**config.mk**
```make
export PLATFORM = sky130hd
export DESIGN_NAME = subband_channel_correlator
export DESIGN_NICKNAME = d
export VERILOG_FILES = /design/src/rtl/core/scc_pkg.sv /design/src/rtl/core/subband_channel_correlator.sv /design/src/rtl/core/scc_front.sv /design/src/rtl/core/scc_fifo.sv /design/src/rtl/core/scc_back.sv
export SDC_FILE = /design/constraint.sdc
export NUM_CORES = 2
export LEC_CHECK = 0
export BUFFER_PORTS_ARGS = -buffer_cell sky130_fd_sc_hd__buf_2
export CAP_MARGIN = 30
export CORE_ASPECT_RATIO = 1.4
export CORE_UTILIZATION = 59
export CTS_CLUSTER_DIAMETER = 50
export CTS_CLUSTER_SIZE = 12
export DETAILED_ROUTE_END_ITERATION = 10
export PLACE_DENSITY = 0.79
export RECOVER_POWER = 50
export SETUP_SLACK_MARGIN = 0.05
export SYNTH_ARGS = -nofsm -noshare
export SYNTH_HDL_FRONTEND = slang
export SYNTH_HIERARCHICAL = 1
export SYNTH_SLANG_ARGS = --single-unit
```
**constraint.sdc**
```tcl
create_clock -name clk -period 7.3 [get_ports clk]
set_input_delay 0.73 -clock clk [delete_from_list [all_inputs] [get_ports clk]]
set_output_delay 0.73 -clock clk [all_outputs]
set_load 0.01 [all_outputs]
```
**src/rtl/core/scc_pkg.sv**
```systemverilog
// ----------------------------------------------------------------------------
// scc_pkg
// Types and constants shared by the subband channel correlator modules.
// ----------------------------------------------------------------------------
package scc_pkg;

  localparam int SAMPLE_BITS_DEF = 16;
  localparam int PORT_W          = 16;
  localparam int PROD_W          = 2 * PORT_W;
  localparam int ACC_W           = 40;
  localparam int CORR_W          = 36;
  localparam int WIDE_W          = 39;
  localparam int RES_W           = 7;
  localparam int CNT_W           = 5;
  localparam int IDX_W           = 4;
  localparam int CFG_IDX_W       = 2;

  // Configuration register indexes.
  localparam logic [CFG_IDX_W-1:0] CFG_REGULAR_RES = 2'd0;
  localparam logic [CFG_IDX_W-1:0] CFG_LAST_RES    = 2'd1;
  localparam logic [CFG_IDX_W-1:0] CFG_SB_COUNT    = 2'd2;

  localparam logic [RES_W-1:0] REGULAR_RES_RST = 7'd48;
  localparam logic [RES_W-1:0] LAST_RES_RST    = 7'd12;
  localparam logic [CNT_W-1:0] SB_COUNT_RST    = 5'd7;

  localparam logic [IDX_W-1:0] SB_IDX_MAX = 4'd15;

  localparam logic signed [ACC_W-1:0] CORR_MAX = 40'sd34359738367;
  localparam logic signed [ACC_W-1:0] CORR_MIN = -40'sd34359738368;
  localparam logic signed [ACC_W-1:0] WIDE_MAX = 40'sd274877906943;
  localparam logic signed [ACC_W-1:0] WIDE_MIN = -40'sd274877906944;

  typedef struct packed {
    logic [RES_W-1:0] regular_res;
    logic [RES_W-1:0] last_res;
    logic [CNT_W-1:0] sb_count;
  } cfg_t;

  // One classified element as it travels from the front end to the back end.
  typedef struct packed {
    logic                     pass_start;
    logic                     complete;
    logic                     is_last;
    logic [IDX_W-1:0]         sb_idx;
    logic signed [PROD_W-1:0] p_rr;
    logic signed [PROD_W-1:0] p_ii;
    logic signed [PROD_W-1:0] p_ir;
    logic signed [PROD_W-1:0] p_ri;
  } elem_t;

endpackage

```
**src/rtl/core/subband_channel_correlator.sv**
```systemverilog
// ----------------------------------------------------------------------------
// subband_channel_correlator
// Correlates two antenna channel estimates per subband and over the band.
// ----------------------------------------------------------------------------
// Each input beat carries one resource element: the complex estimates of two
// antennas and a pass-start flag that clears all running state first. The
// block sums ch0 * conj(ch1) over each subband; when a subband completes it
// sends one output beat with the sums shifted right by two and saturated to
// 36 bits, the saturated wideband sums and a flag for the final subband.
// Elements that do not complete a subband produce no output beat.
// One element is taken every cycle while in_stall is low. A result for
// the element that completes its subband passes the two-entry queue
// behind the multipliers and the accumulator stage register, after which
// the scaling and wideband adder loads the output register.
// A receiver stall holds the output beat. The accumulator keeps taking
// elements until a second completed subband waits behind the output
// register; the queue then fills with two elements and in_stall rises.
// Reset (synchronous, rst_n low) clears sums and counters and loads default
// subband sizes. Users write configuration via cfg_we while idle; unenforced.
// ----------------------------------------------------------------------------
module subband_channel_correlator #(
  parameter int SAMPLE_BITS = scc_pkg::SAMPLE_BITS_DEF
) (
  input  logic                                clk,
  input  logic                                rst_n,
  input  logic                                cfg_we,
  input  logic [scc_pkg::CFG_IDX_W-1:0]       cfg_index,
  input  logic [scc_pkg::RES_W-1:0]           cfg_wdata,
  input  logic                                in_valid,
  output logic                                in_stall,
  input  logic signed [scc_pkg::PORT_W-1:0]   in_ch0_re,
  input  logic signed [scc_pkg::PORT_W-1:0]   in_ch0_im,
  input  logic signed [scc_pkg::PORT_W-1:0]   in_ch1_re,
  input  logic signed [scc_pkg::PORT_W-1:0]   in_ch1_im,
  input  logic                                in_pass_start,
  output logic                                out_valid,
  input  logic                                out_stall,
  output logic [scc_pkg::IDX_W-1:0]           out_subband_index,
  output logic signed [scc_pkg::CORR_W-1:0]   out_corr_re,
  output logic signed [scc_pkg::CORR_W-1:0]   out_corr_im,
  output logic signed [scc_pkg::WIDE_W-1:0]   out_wideband_re,
  output logic signed [scc_pkg::WIDE_W-1:0]   out_wideband_im,
  output logic                                out_last
);

  scc_pkg::cfg_t  cfg_r;
  scc_pkg::elem_t push_data, pop_data;
  logic           q_push, q_pop, q_full, q_valid;

  always_ff @(posedge clk) begin
    if (!rst_n) begin
      cfg_r.regular_res <= scc_pkg::REGULAR_RES_RST;
      cfg_r.last_res    <= scc_pkg::LAST_RES_RST;
      cfg_r.sb_count    <= scc_pkg::SB_COUNT_RST;
    end else if (cfg_we) begin
      case (cfg_index)
        scc_pkg::CFG_REGULAR_RES: cfg_r.regular_res <= cfg_wdata;
        scc_pkg::CFG_LAST_RES:    cfg_r.last_res    <= cfg_wdata;
        scc_pkg::CFG_SB_COUNT:    cfg_r.sb_count    <= cfg_wdata[scc_pkg::CNT_W-1:0];
        default: begin
        end
      endcase
    end
  end

  assign in_stall = q_full;

  scc_front #(
    .SAMPLE_BITS(SAMPLE_BITS)
  ) u_front (
    .clk          (clk),
    .rst_n        (rst_n),
    .cfg          (cfg_r),
    .in_valid     (in_valid),
    .in_ch0_re    (in_ch0_re),
    .in_ch0_im    (in_ch0_im),
    .in_ch1_re    (in_ch1_re),
    .in_ch1_im    (in_ch1_im),
    .in_pass_start(in_pass_start),
    .q_full       (q_full),
    .q_push       (q_push),
    .q_data       (push_data)
  );

  scc_fifo u_fifo (
    .clk      (clk),
    .rst_n    (rst_n),
    .push     (q_push),
    .push_data(push_data),
    .pop      (q_pop),
    .full     (q_full),
    .valid    (q_valid),
    .pop_data (pop_data)
  );

  scc_back u_back (
    .clk              (clk),
    .rst_n            (rst_n),
    .q_valid          (q_valid),
    .q_data           (pop_data),
    .q_pop            (q_pop),
    .out_valid        (out_valid),
    .out_stall        (out_stall),
    .out_subband_index(out_subband_index),
    .out_corr_re      (out_corr_re),
    .out_corr_im      (out_corr_im),
    .out_wideband_re  (out_wideband_re),
    .out_wideband_im  (out_wideband_im),
    .out_last         (out_last)
  );

endmodule

```
**src/rtl/core/scc_front.sv**
```systemverilog
// ----------------------------------------------------------------------------
// scc_front
// Accepts elements, tracks subband position and forms the four products.
// ----------------------------------------------------------------------------
module scc_front #(
  parameter int SAMPLE_BITS = scc_pkg::SAMPLE_BITS_DEF
) (
  input  logic                             clk,
  input  logic                             rst_n,
  input  scc_pkg::cfg_t                    cfg,
  input  logic                             in_valid,
  input  logic signed [scc_pkg::PORT_W-1:0] in_ch0_re,
  input  logic signed [scc_pkg::PORT_W-1:0] in_ch0_im,
  input  logic signed [scc_pkg::PORT_W-1:0] in_ch1_re,
  input  logic signed [scc_pkg::PORT_W-1:0] in_ch1_im,
  input  logic                             in_pass_start,
  input  logic                             q_full,
  output logic                             q_push,
  output scc_pkg::elem_t                   q_data
);

  logic [scc_pkg::RES_W-1:0]  count_r, count_nxt;
  logic [scc_pkg::IDX_W-1:0]  sb_r, sb_nxt;
  logic [scc_pkg::RES_W-1:0]  cnt_cur, len;
  logic [scc_pkg::IDX_W-1:0]  sb_cur;
  logic                       is_last, complete;
  logic signed [scc_pkg::PORT_W-1:0] a_re, a_im, b_re, b_im;

  assign q_push = in_valid && !q_full;

  // Only the low SAMPLE_BITS bits of each part carry the sample.
  assign a_re = scc_pkg::PORT_W'(signed'(in_ch0_re[SAMPLE_BITS-1:0]));
  assign a_im = scc_pkg::PORT_W'(signed'(in_ch0_im[SAMPLE_BITS-1:0]));
  assign b_re = scc_pkg::PORT_W'(signed'(in_ch1_re[SAMPLE_BITS-1:0]));
  assign b_im = scc_pkg::PORT_W'(signed'(in_ch1_im[SAMPLE_BITS-1:0]));

  always_comb begin
    cnt_cur  = in_pass_start ? '0 : count_r;
    sb_cur   = in_pass_start ? '0 : sb_r;
    is_last  = (({1'b0, sb_cur} + 5'd1) >= cfg.sb_count) || (sb_cur == scc_pkg::SB_IDX_MAX);
    len      = is_last ? cfg.last_res : cfg.regular_res;
    complete = (({1'b0, cnt_cur} + 8'd1) >= {1'b0, len});
    if (complete) begin
      count_nxt = '0;
      sb_nxt    = is_last ? '0 : sb_cur + 4'd1;
    end else begin
      count_nxt = cnt_cur + 7'd1;
      sb_nxt    = sb_cur;
    end
  end

  always_comb begin
    q_data.pass_start = in_pass_start;
    q_data.complete   = complete;
    q_data.is_last    = is_last;
    q_data.sb_idx     = sb_cur;
    q_data.p_rr       = a_re * b_re;
    q_data.p_ii       = a_im * b_im;
    q_data.p_ir       = a_im * b_re;
    q_data.p_ri       = a_re * b_im;
  end

  always_ff @(posedge clk) begin
    if (!rst_n) begin
      count_r <= '0;
      sb_r    <= '0;
    end else if (q_push) begin
      count_r <= count_nxt;
      sb_r    <= sb_nxt;
    end
  end

endmodule

```
**src/rtl/core/scc_fifo.sv**
```systemverilog
// ----------------------------------------------------------------------------
// scc_fifo
// Two-entry queue that decouples the front end from the accumulator.
// ----------------------------------------------------------------------------
module scc_fifo (
  input  logic           clk,
  input  logic           rst_n,
  input  logic           push,
  input  scc_pkg::elem_t push_data,
  input  logic           pop,
  output logic           full,
  output logic           valid,
  output scc_pkg::elem_t pop_data
);

  scc_pkg::elem_t mem_r [2];
  logic           wr_ptr_r, rd_ptr_r;
  logic [1:0]     count_r;

  assign full     = (count_r == 2'd2);
  assign valid    = (count_r != 2'd0);
  assign pop_data = mem_r[rd_ptr_r];

  always_ff @(posedge clk) begin
    if (push) begin
      mem_r[wr_ptr_r] <= push_data;
    end
  end

  always_ff @(posedge clk) begin
    if (!rst_n) begin
      wr_ptr_r <= 1'b0;
      rd_ptr_r <= 1'b0;
      count_r  <= 2'd0;
    end else begin
      if (push) begin
        wr_ptr_r <= ~wr_ptr_r;
      end
      if (pop) begin
        rd_ptr_r <= ~rd_ptr_r;
      end
      count_r <= count_r + {1'b0, push} - {1'b0, pop};
    end
  end

endmodule

```
**src/rtl/core/scc_back.sv**
```systemverilog
// ----------------------------------------------------------------------------
// scc_back
// Accumulates subband sums, then scales, saturates and folds them into the
// wideband sums in a second stage that feeds the output register.
// ----------------------------------------------------------------------------
module scc_back (
  input  logic                                clk,
  input  logic                                rst_n,
  input  logic                                q_valid,
  input  scc_pkg::elem_t                      q_data,
  output logic                                q_pop,
  output logic                                out_valid,
  input  logic                                out_stall,
  output logic [scc_pkg::IDX_W-1:0]           out_subband_index,
  output logic signed [scc_pkg::CORR_W-1:0]   out_corr_re,
  output logic signed [scc_pkg::CORR_W-1:0]   out_corr_im,
  output logic signed [scc_pkg::WIDE_W-1:0]   out_wideband_re,
  output logic signed [scc_pkg::WIDE_W-1:0]   out_wideband_im,
  output logic                                out_last
);

  localparam int AW = scc_pkg::ACC_W;

  logic signed [AW-1:0] acc_re_r, acc_im_r;
  logic                 clr_pend_r;
  logic                 mid_v_r, mid_clr_r, mid_last_r;
  logic [scc_pkg::IDX_W-1:0] mid_idx_r;
  logic signed [AW-1:0] mid_re_r, mid_im_r;
  logic signed [scc_pkg::WIDE_W-1:0] wide_re_r, wide_im_r;
  logic                 out_valid_r;

  logic                 out_free, mid_go;
  logic signed [scc_pkg::PROD_W:0] pair_re, pair_im;
  logic signed [AW-1:0] base_re, base_im, sum_re, sum_im;
  logic signed [AW-1:0] shr_re, shr_im, c_re, c_im;
  logic signed [AW-1:0] wsum_re, wsum_im, wsat_re, wsat_im;

  function automatic logic signed [AW-1:0] sat(input logic signed [AW-1:0] v,
                                               input logic signed [AW-1:0] lo,
                                               input logic signed [AW-1:0] hi);
    logic signed [AW-1:0] r;
    r = v;
    if (v < lo) begin
      r = lo;
    end else if (v > hi) begin
      r = hi;
    end
    return r;
  endfunction

  assign out_free  = !out_valid_r || !out_stall;
  assign mid_go    = mid_v_r && out_free;
  assign q_pop     = q_valid && (!mid_v_r || out_free);
  assign out_valid = out_valid_r;

  // Accumulate stage.
  always_comb begin
    pair_re = (scc_pkg::PROD_W+1)'(q_data.p_rr) + (scc_pkg::PROD_W+1)'(q_data.p_ii);
    pair_im = (scc_pkg::PROD_W+1)'(q_data.p_ir) - (scc_pkg::PROD_W+1)'(q_data.p_ri);
    base_re = q_data.pass_start ? '0 : acc_re_r;
    base_im = q_data.pass_start ? '0 : acc_im_r;
    sum_re  = base_re + AW'(pair_re);
    sum_im  = base_im + AW'(pair_im);
  end

  always_ff @(posedge clk) begin
    if (!rst_n) begin
      acc_re_r   <= '0;
      acc_im_r   <= '0;
      clr_pend_r <= 1'b0;
      mid_v_r    <= 1'b0;
    end else begin
      if (q_pop) begin
        if (q_data.complete) begin
          acc_re_r   <= '0;
          acc_im_r   <= '0;
          clr_pend_r <= 1'b0;
          mid_v_r    <= 1'b1;
        end else begin
          acc_re_r   <= sum_re;
          acc_im_r   <= sum_im;
          clr_pend_r <= clr_pend_r | q_data.pass_start;
          if (mid_go) begin
            mid_v_r <= 1'b0;
          end
        end
      end else if (mid_go) begin
        mid_v_r <= 1'b0;
      end
    end
  end

  // A pass start clears the wideband sums; the clear rides with the next
  // completed subband so that it lands in order in the second stage.
  always_ff @(posedge clk) begin
    if (q_pop && q_data.complete) begin
      mid_re_r   <= sum_re;
      mid_im_r   <= sum_im;
      mid_idx_r  <= q_data.sb_idx;
      mid_last_r <= q_data.is_last;
      mid_clr_r  <= clr_pend_r | q_data.pass_start;
    end
  end

  // Scale and wideband stage.
  always_comb begin
    shr_re  = mid_re_r >>> 2;
    shr_im  = mid_im_r >>> 2;
    c_re    = sat(shr_re, scc_pkg::CORR_MIN, scc_pkg::CORR_MAX);
    c_im    = sat(shr_im, scc_pkg::CORR_MIN, scc_pkg::CORR_MAX);
    wsum_re = (mid_clr_r ? '0 : AW'(wide_re_r)) + c_re;
    wsum_im = (mid_clr_r ? '0 : AW'(wide_im_r)) + c_im;
    wsat_re = sat(wsum_re, scc_pkg::WIDE_MIN, scc_pkg::WIDE_MAX);
    wsat_im = sat(wsum_im, scc_pkg::WIDE_MIN, scc_pkg::WIDE_MAX);
  end

  always_ff @(posedge clk) begin
    if (!rst_n) begin
      out_valid_r <= 1'b0;
      wide_re_r   <= '0;
      wide_im_r   <= '0;
    end else if (mid_go) begin
      out_valid_r <= 1'b1;
      wide_re_r   <= wsat_re[scc_pkg::WIDE_W-1:0];
      wide_im_r   <= wsat_im[scc_pkg::WIDE_W-1:0];
    end else if (!out_stall) begin
      out_valid_r <= 1'b0;
    end
  end

  always_ff @(posedge clk) begin
    if (mid_go) begin
      out_subband_index <= mid_idx_r;
      out_corr_re       <= c_re[scc_pkg::CORR_W-1:0];
      out_corr_im       <= c_im[scc_pkg::CORR_W-1:0];
      out_wideband_re   <= wsat_re[scc_pkg::WIDE_W-1:0];
      out_wideband_im   <= wsat_im[scc_pkg::WIDE_W-1:0];
      out_last          <= mid_last_r;
    end
  end

endmodule

```
==> impl_metrics.env <==
export IMPL_yosysWarnings=6
export IMPL_critical_path_max_fanout=32
export IMPL_cts_setup_buffers=0
export IMPL_nets=9467
export IMPL_wl_per_cell_microns=20.06
export IMPL_async_flop_share_pct=0
export IMPL_hpwl_microns=148900
export IMPL_viasPerCell=5.702
export IMPL_ios=236
export IMPL_synth_area_sq_um=76480
export IMPL_synth_top_cells_by_count="inv_1 (1341), fa_1 (1129), nand2_1 (837)"
export IMPL_path_common_cell="fa_1"
export IMPL_grt_pass1_wl_microns=302100
export IMPL_synthCells=7641
export IMPL_cts_root_buffer="clkbuf_16"
export IMPL_maxSlewViolCount=536
export IMPL_area_delta_synth_final_pct=7.071
export IMPL_crit_required_ns=7.78
export IMPL_cts_resized_gates=0
export IMPL_first_pass_iters=6
export IMPL_post_route_min_period_ns=6.538
export IMPL_yosys_area_top_type="fa_1"
export IMPL_ys_flop_type="edfxtp_1"
export IMPL_cts_sinks=703
export IMPL_worst_slew_pin_transition_ns=3.901
export IMPL_slew_headroom_pct=-160.1
export IMPL_cts_tree="done"
export IMPL_setup_viol=0
export IMPL_max_stage_delay_ns=0.55
export IMPL_fmax_ghz=0.1529
export IMPL_crit_path_end_kind="flop"
export IMPL_maxCapViolCount=7
export IMPL_crit_buf_inv=5
export IMPL_rows=155
export IMPL_worstHoldPathType="in -> reg"
export IMPL_grt_overflow=0
export IMPL_final_hold_viol_count=0
export IMPL_rrSetupSlack_ns=0.99
export IMPL_port_buffers=235
export IMPL_crit_path_start_kind="primary input"
export IMPL_dieArea_sq_um=131100
export IMPL_synth_fp_nets=9351
export IMPL_die_y_microns=428.0
export IMPL_gp_congestion=0.9507
export IMPL_ant_nets=0
export IMPL_holdBufCountCts=0
export IMPL_period_share_pct=89.56
export IMPL_rsz0062_at_grt="false"
export IMPL_vias=54020
export IMPL_yosysTopAreaCellShare_pct=29.55
export IMPL_violations="max-capacitance violations, max-slew violations"
export IMPL_worst_path_dominant_cell_family="adder cells"
export IMPL_crit_chain="buf_2 -> nand2_1 -> fa_1 -> fa_1 -> fa_1 -> inv_1 -> fa_1 -> fa_1 -> inv_1 -> fa_1 -> inv_1 -> ha_1 -> nand3_1 -> o22ai_1 -> o21ai_0 -> o21ai_1 -> o21ai_1 -> buf_4 -> o21ai_1 -> a311o_1 -> and4_1 -> nor3_1"
export IMPL_drtIter0Drc=3603
export IMPL_status="finished with violations"
export IMPL_yosysMostFrequentCell="inv_1"
export IMPL_final_layout_size_suffix_gt1_share_pct=6.447
export IMPL_insertion_delay_ns=0.67
export IMPL_numCtsBuffers=79
export IMPL_arrival_ns=7.02
export IMPL_synth_cell_type_count=101
export IMPL_syn_area_per_cell_sq_um=10.01
export IMPL_highest_layer="met5"
export IMPL_synth_area_leaders="fa_1 (30%), edfxtp_1 (20%), ha_1 (8.2%)"
export IMPL_initial_core_util_pct=59.75
export IMPL_dr_wl_met2_microns=95000
export IMPL_clockBufferDepth=3
export IMPL_clk_pin_slew_ns=0.06
export IMPL_wl_microns=190100
export IMPL_antenna_found_initial=21
export IMPL_first_global_vias=57880
export IMPL_cp_slowest_cell="buf_2"
export IMPL_dr_wl_met3_microns=10990
export IMPL_core_sq_um=128000
export IMPL_drt_met1_wl_microns=71570
export IMPL_die_x_microns=306.3
export IMPL_grt_max_degree=137
export IMPL_setup_tns_ns=0
export IMPL_track_usage_pct=29.44
export IMPL_worst_setup_path_type="in -> reg"
export IMPL_htreeDepth=3
export IMPL_synth_edff_count=507
export IMPL_yosysSeqAreaShare_pct=25.04
export IMPL_synth_seq_cells=703
export IMPL_fin_skew_ns=0.03803
export IMPL_drc_errors=0
[registers in the layout, summed over array words and instances, names as in the netlist, 38 cells and up, named ones only]
register / flops
u_back/mid_re_r: 38
u_back/mid_im_r: 38
u_back/acc_re_r: 40
u_back/wide_im_r: 39
u_back/acc_im_r: 40
u_back/out_wideband_im: 39
u_back/wide_re_r: 39
u_fifo/mem_r: 270
u_back/out_wideband_re: 39
[tightest hold or removal path: cells and delay by family]
kind	cells	cell delay, ns
mux	1	0.05
buf+inv	1	0.11
simple gates	1	0.05
[placed cells by master (no fill, tap or decap), drive strengths merged, types with 11 or more instances in the layout]
cell,count
o21bai,38
inv,1348
or2,11
nor3,43
a21oi,240
o31ai,15
a22o,32
nand4,25
a22oi,49
ha,502
a211oi,27
a31oi,34
buf,205
and3,34
a21o,135
o21a,45
nand2,837
nor2,339
o211ai,30
nor2b,153
nand3,55
o21ai,183
clkinv,16
and2,522
clkbuf,282
or3,14
fa,1129
maj3,39
xor2,72
mux2i,24
dfxtp,196
edfxtp,507
mux2,139
xnor2,208
nand2b,94
[layer usage]
layer | track usage, % | vias up
met1 | 34.28 | 27040
met5 | 0 | -
met3 | 4.269 | 531
met2 | 51.19 | 1874
met4 | 17.93 | 18
li1 | - | 24560
[layout make-up]
class / count / area [sq um]
fill: 10280 / 46110
tap: 1648 / 2062
clock inverter: 30 / 407.9
clock buffer: 112 / 2163
inverter: 1342 / 5040
timing repair buffer: 375 / 2115
sequential: 703 / 19150
multi-input combinational: 5256 / 50930
antenna: 9 / 22.52
[per-stage QoR]
stage                     setup slack [ns]  area (sq um)  std cells  hold WS [ns]  util (%)
after detailed placement            0.1351         79550       9323        0.4080     62.15
after CTS                           0.8272         82120       9465        0.2833     64.16
after global routing                0.3651         81880       9473        0.3171     63.97
final                               0.7618         81880       9475        0.3209     63.97
after floorplan                     0.7342         76480       7641        0.4003         -
after global placement              0.2818         79550       9323        0.4051     62.15
[worst paths after layout]
check | cells after the start | from | endpoint
min | 3 | cfg_wdata[2] | cfg_r[14]
max reg2reg | 7 | u_back/out_valid | u_back/wide_im_r[32]
max | 22 | in_ch0_im[13] | u_fifo/mem_r[0][63]
min reg2reg | 0 | u_back/mid_idx_r[3] | u_back/out_subband_index[3]
[kinds of logic (layout without fill, tap and decap cells)]
logic type,count (synthesis),count (layout),share of synthesized area (%)
buffers and inverters,1682,1859,8.404
AO/OA/AOI/OAI,965,965,8.478
other,0,9,0
XOR/XNOR,281,281,3.236
multiplexers,163,163,2.606
flip-flops,703,703,25.04
adder cells (fa/ha/maj),1670,1670,38.28
AND/OR/NAND/NOR,2177,2177,13.96
Power is left out: the tool's default activity adds up to more than one toggle a clock period on the data nets, which glitch-free logic cannot reach.
